--- src/design/filter_points_near_path_defines.svh ---
// Assertion macros for the path proximity filter.
`ifndef FILTER_POINTS_NEAR_PATH_DEFINES_SVH
`define FILTER_POINTS_NEAR_PATH_DEFINES_SVH

`ifndef SYNTH
`define FPNP_ASSERT(lbl, clk, rst_n, prop, msg) \
	lbl: assert property (@(posedge clk) disable iff (!rst_n) prop) else $error(msg);
`define FPNP_ASSERT_ALWAYS(lbl, clk, prop, msg) \
	lbl: assert property (@(posedge clk) prop) else $error(msg);
`else
`define FPNP_ASSERT(lbl, clk, rst_n, prop, msg)
`define FPNP_ASSERT_ALWAYS(lbl, clk, prop, msg)
`endif

`endif

--- src/design/fpnp_pkg.sv ---
// Shared constants, codes and types of the path proximity filter.
package fpnp_pkg;

	localparam int COORD_BITS      = 24;
	localparam int MAX_PATH_POINTS = 256;
	localparam int IDX_BITS        = $clog2(MAX_PATH_POINTS);
	localparam int CNT_BITS        = $clog2(MAX_PATH_POINTS + 1);
	localparam int RADIUS_BITS     = 24;
	localparam int RSQ_BITS        = 2 * RADIUS_BITS;
	localparam int DIFF_BITS       = COORD_BITS + 1;
	localparam int SQ_BITS         = 2 * DIFF_BITS;
	localparam int SUM_BITS        = SQ_BITS + 1;
	localparam int CMP_BITS        = (SUM_BITS > RSQ_BITS) ? SUM_BITS : RSQ_BITS;
	localparam int BOX_BITS        = (DIFF_BITS > RADIUS_BITS) ? DIFF_BITS : RADIUS_BITS;
	localparam int ENTRY_BITS      = 2 * COORD_BITS;

	localparam int Q_DEPTH   = 2;
	localparam int QPTR_BITS = $clog2(Q_DEPTH);
	localparam int QCNT_BITS = $clog2(Q_DEPTH + 1);

	localparam logic [RADIUS_BITS-1:0] RADIUS_RESET = RADIUS_BITS'(512);
	localparam logic [RSQ_BITS-1:0]    RSQ_RESET    = RSQ_BITS'(512 * 512);

	typedef enum logic [1:0] {
		ACT_CLEAR  = 2'd0,
		ACT_APPEND = 2'd1,
		ACT_TEST   = 2'd2,
		ACT_NONE   = 2'd3
	} action_t;

	typedef enum logic [1:0] {
		OP_CLEAR  = 2'd0,
		OP_APPEND = 2'd1,
		OP_TEST   = 2'd2
	} op_t;

	typedef struct packed {
		op_t                           op;
		logic signed [COORD_BITS-1:0] x;
		logic signed [COORD_BITS-1:0] y;
		logic signed [COORD_BITS-1:0] z;
	} cmd_t;

	typedef struct packed {
		logic                idle;
		logic                emit;
		logic [CNT_BITS-1:0] count;
	} back_stat_t;

endpackage

--- src/design/fpnp_front.sv ---
// Front end: accepts items, classifies the action and queues commands for the back end.
module fpnp_front (
	input  logic                                   clk,
	input  logic                                   arst_n,
	input  logic                                   in_valid,
	output logic                                   in_ready,
	input  logic [1:0]                             action,
	input  logic signed [fpnp_pkg::COORD_BITS-1:0] pos_x,
	input  logic signed [fpnp_pkg::COORD_BITS-1:0] pos_y,
	input  logic signed [fpnp_pkg::COORD_BITS-1:0] pos_z,
	output logic                                   cmd_valid,
	input  logic                                   cmd_ready,
	output fpnp_pkg::cmd_t                         cmd
);

	fpnp_pkg::cmd_t                      fifo_q [fpnp_pkg::Q_DEPTH];
	logic [fpnp_pkg::QPTR_BITS-1:0]      wr_ptr_q;
	logic [fpnp_pkg::QPTR_BITS-1:0]      rd_ptr_q;
	logic [fpnp_pkg::QCNT_BITS-1:0]      cnt_q;
	fpnp_pkg::cmd_t                      cls_cmd;
	logic                                cls_keep;
	logic                                push;
	logic                                pop;

	always_comb begin
		cls_cmd.x = pos_x;
		cls_cmd.y = pos_y;
		cls_cmd.z = pos_z;
		cls_keep  = 1'b1;
		case (fpnp_pkg::action_t'(action))
			fpnp_pkg::ACT_CLEAR: begin
				cls_cmd.op = fpnp_pkg::OP_CLEAR;
			end
			fpnp_pkg::ACT_APPEND: begin
				cls_cmd.op = fpnp_pkg::OP_APPEND;
			end
			fpnp_pkg::ACT_TEST: begin
				cls_cmd.op = fpnp_pkg::OP_TEST;
			end
			default: begin
				// drop unused action
				cls_cmd.op = fpnp_pkg::OP_CLEAR;
				cls_keep   = 1'b0;
			end
		endcase
	end

	assign in_ready  = (cnt_q != fpnp_pkg::QCNT_BITS'(fpnp_pkg::Q_DEPTH));
	assign cmd_valid = (cnt_q != '0);
	assign cmd       = fifo_q[rd_ptr_q];
	assign push      = in_valid && in_ready && cls_keep;
	assign pop       = cmd_valid && cmd_ready;

	always_ff @(posedge clk) begin
		if (push) begin
			fifo_q[wr_ptr_q] <= cls_cmd;
		end
	end

	always_ff @(posedge clk or negedge arst_n) begin
		if (!arst_n) begin
			wr_ptr_q <= '0;
			rd_ptr_q <= '0;
			cnt_q    <= '0;
		end else begin
			if (push) begin
				wr_ptr_q <= (wr_ptr_q == fpnp_pkg::QPTR_BITS'(fpnp_pkg::Q_DEPTH - 1)) ?
					'0 : wr_ptr_q + fpnp_pkg::QPTR_BITS'(1);
			end
			if (pop) begin
				rd_ptr_q <= (rd_ptr_q == fpnp_pkg::QPTR_BITS'(fpnp_pkg::Q_DEPTH - 1)) ?
					'0 : rd_ptr_q + fpnp_pkg::QPTR_BITS'(1);
			end
			if (push && !pop) begin
				cnt_q <= cnt_q + fpnp_pkg::QCNT_BITS'(1);
			end else if (pop && !push) begin
				cnt_q <= cnt_q - fpnp_pkg::QCNT_BITS'(1);
			end
		end
	end

endmodule

--- config.mk ---
export PLATFORM = sky130hd
export DESIGN_NAME = fpnp_front
export DESIGN_NICKNAME = d
export VERILOG_FILES = /design/src/design/filter_points_near_path_defines.svh /design/src/design/fpnp_pkg.sv /design/src/design/fpnp_front.sv
export SDC_FILE = /design/constraint.sdc
export NUM_CORES = 1
export LEC_CHECK = 0
export ABC_AREA = 1
export BUFFER_PORTS_ARGS = -buffer_cell sky130_fd_sc_hd__buf_2
export CAP_MARGIN = 5
export CORE_MARGIN = 5
export CORE_UTILIZATION = 45
export DETAILED_ROUTE_END_ITERATION = 10
export GPL_TIMING_DRIVEN = 0
export PLACE_DENSITY_LB_ADDON = 0.15
export SKIP_CTS_REPAIR_TIMING = 1
export SYNTH_ARGS = -nofsm -noshare
export SYNTH_HDL_FRONTEND = slang
export SYNTH_SLANG_ARGS = --single-unit
--- constraint.sdc ---
create_clock -name clk -period 5.9 [get_ports clk]
set_input_delay 1.18 -clock clk [delete_from_list [all_inputs] [get_ports clk]]
set_output_delay 1.18 -clock clk [all_outputs]
set_load 0.005 [all_outputs]
==> results by group <==
Place
  • Buffers on Ports: between 150 and 200
  • Final Wtd Congestion: 0.7379
  • Dpl cells: about 750
  • Dpl hpwl: 7656 µm
  • DP Area: 0.006658 mm²
  • Setup slack at placement: just over 3 ns

Timing
  • Slew HR: 49.81%
  • Sum Neg Setup Slack: 0 ns
  • Hold Fails Final Rpt: 0
  • F_max: between 300 and 400 MHz
  • Final hold slack: approximately 0.5 ns
  • # setup viols final: 0
  • Final Cycle Share: roughly half
  • Worst-Margin Slew: roughly 0.75 ns
  • Final slew viol count: 0
  • Min Tclk post-route: roughly 2.9 ns
  • Final worst slack: ~3.0 ns
  • RSZ-0062 raised after global routing: false
  • Clock skew: about 0.0062 ns

Clock tree
  • Sink Count: 152
  • Clock Path Buffers: 2
  • Htree depth: 4
  • Reg clk slew, reported paths: 0.06 ns
  • Worst-Skew Late Latency: approximately 0.41 ns
  • CTS buffer count: 17
  • CTS tree: built
  • CTS root buffer: clkbuf_16

Power
  • Power per cell area: between 400 and 500 mW/mm²
  • LEAKAGE: 0.003141 µW
  • Peak supply drop: 247.7 µV

Floorplanning
  • Die W: around 120 µm
  • Die H: 121.7 µm
  • Rows: 40
  • I/O Pins: roughly 150
  • DIE AREA: 0.01480 mm²
  • Initial core utilization: between 40 and 50%
  • Core area: around 0.012 mm²

Global routing
  • Total grt overflow: 0
  • Gr usage total: between 10% and 20%
  • First-pass GRT wire length: roughly 17000 µm
  • Initial antenna violation count: 0
  • Largest net degree at the start of global routing: 39
  • Vias in the first global route: approximately 3500

Worst hold path
  • Hold-critical path endpoint: cnt_q[0]$_DFFE_PN0P_
  • WHS Path Cells: 1
  • Worst min path class: reg -> reg
  • HP Start: cnt_q[0]$_DFFE_PN0P_

Critical path
  • Reg-to-Reg End: fifo_q[1][32]$_DFFE_PP_
  • Worst Setup End Kind: output pin
  • Worst reg-to-reg setup slack: between 3 and 4 ns
  • Worst setup path class: reg -> out
  • CP Launch Type: register
  • Worst endpoint required time: about 4.7 ns
  • Top fanout value on the critical path: 10
  • Reg2reg start: cnt_q[0]$_DFFE_PN0P_
  • WP data arrival: between 1.5 and 2 ns
  • Worst R2R Path Depth: 5

Final layout
  • Most common cell after layout, fill and taps aside: nand2_1
  • Antenna Diode Count: 0
  • Design area: 0.007221 mm²
  • Share of layout cells above drive strength 1: roughly a third
  • Commonest non-fill, non-tap cells in the layout: nand2_1 (234), buf_2 (163), edfxtp_1 (148), clkbuf_16 (17), inv_1 (8)
  • Final net count: between 600 and 700
  • Area grow syn2layout: 28.67%
  • Non-Filler Instances: slightly below 800

Routing
  • First-pass detailed-route iteration total: 4
  • ANT nets after route: 0
  • Vias/cell: roughly 4.5
  • DRC: 0
  • Routed len/inst: about 14 µm
  • Via count: 3538
  • Initial DRC Count: a little over 200
  • Final wirelength: around 11000 µm

Synthesis
  • Flops & latches, synth: about 150
  • Mapped Cells: about 420
  • Yosys Warn Count: 0
  • Syn_nets: 501
  • Seq/Total Area, Yosys: 80.98%
  • Yosys cell types: 13
  • Mapped cell area: between 0.005 and 0.006 mm²
  • Avg Cell Area, Syn: 13.30 µm²

Run
  • Maxcap violations: 0

Status
  • Outcome: completed
## kinds of logic after synthesis
| family | synth area share, % |
|---|---|
| AND/OR/NAND/NOR | 16.34 |
| flip-flops | 80.98 |
| buffers and inverters | 2.296 |
| XOR/XNOR | 0.1561 |
| adder cells (fa/ha/maj) | 0.2229 |
## power breakdown
| part | switching (µW) | total, µW | internal [µW] |
|---|---|---|---|
| Clock | 401 | 1020 | 615 |
| Sequential | 46.9 | 1460 | 1410 |
| Combinational | 601 | 972 | 371 |
| Total | 1050 | 3450 | 2400 |
## metrics by stage
stage,util [%],power [µW]
2_1_floorplan,-,2012
3_3_place_gp,54.39,2463
3_5_place_dp,54.97,2480
4_1_cts,59.62,3498
5_1_grt,59.62,3668
6_report,59.62,3446
## synthesized netlist by cell type
master	instances	area share [%]
buf_2	10	0.89
inv_2	1	0.067
edfxtp_1	148	79
dfrtp_1	4	1.8
clkbuf_1	1	0.067
nand2_1	234	16
inv_1	9	0.60
ha_1	1	0.22
buf_4	5	0.67
nand3_1	3	0.27
nor2_1	3	0.20
nand4_1	2	0.22
xnor2_1	1	0.16
## layer usage
metal / global-route usage (%) / up-vias / routed length, µm
met1: 19.32 / 1624 / 4748
met5: 0 / - / 0
met3: 5.710 / 18 / 896
met4: 6.723 / 0 / 178
met2: 24.15 / 124 / 5279
li1: - / 1772 / -
## sequential cells by signal (all words and copies together), names as in the netlist
| name | flops |
|---|---|
| cnt_q | 2 |
| rd_ptr_q | 1 |
| fifo_q | 148 |
| wr_ptr_q | 1 |
## layout make-up
class | count | area (µm²)
flip-flops and latches | 152 | 4544
fillers | 992 | 4891
repair buffers | 156 | 825.8
multi-input cells | 244 | 945.9
clock buffers | 18 | 429.2
inverters | 10 | 40.04
well taps | 168 | 210.2
clock inverters | 14 | 133.9
plain buffers | 16 | 91.34
## worst max-delay path, stage by stage, from the launching register on
cell	delay, ns
dfrtp_1	0.42
inv_2	0.07
buf_2	0.24
buf_2	0.27
nand2_1	0.07
nand2_1	0.08
buf_2	0.11
## worst max path at each step
stage	start	end	slack (ns)	cells after the start
3_5_place_dp	action[0]	fifo_q[1][37]$_DFFE_PP_	3.08	5
3_3_place_gp	action[0]	fifo_q[1][34]$_DFFE_PP_	-0.99	4
2_1_floorplan	action[0]	fifo_q[1][0]$_DFFE_PP_	0.93	3
4_1_cts	rd_ptr_q$_DFFE_PN0P_	cmd[44]	2.98	6
5_1_grt	rd_ptr_q$_DFFE_PN0P_	cmd[61]	2.83	6
6_report	rd_ptr_q$_DFFE_PN0P_	cmd[44]	3.02	6
Power figures use the tool's default switching activity.
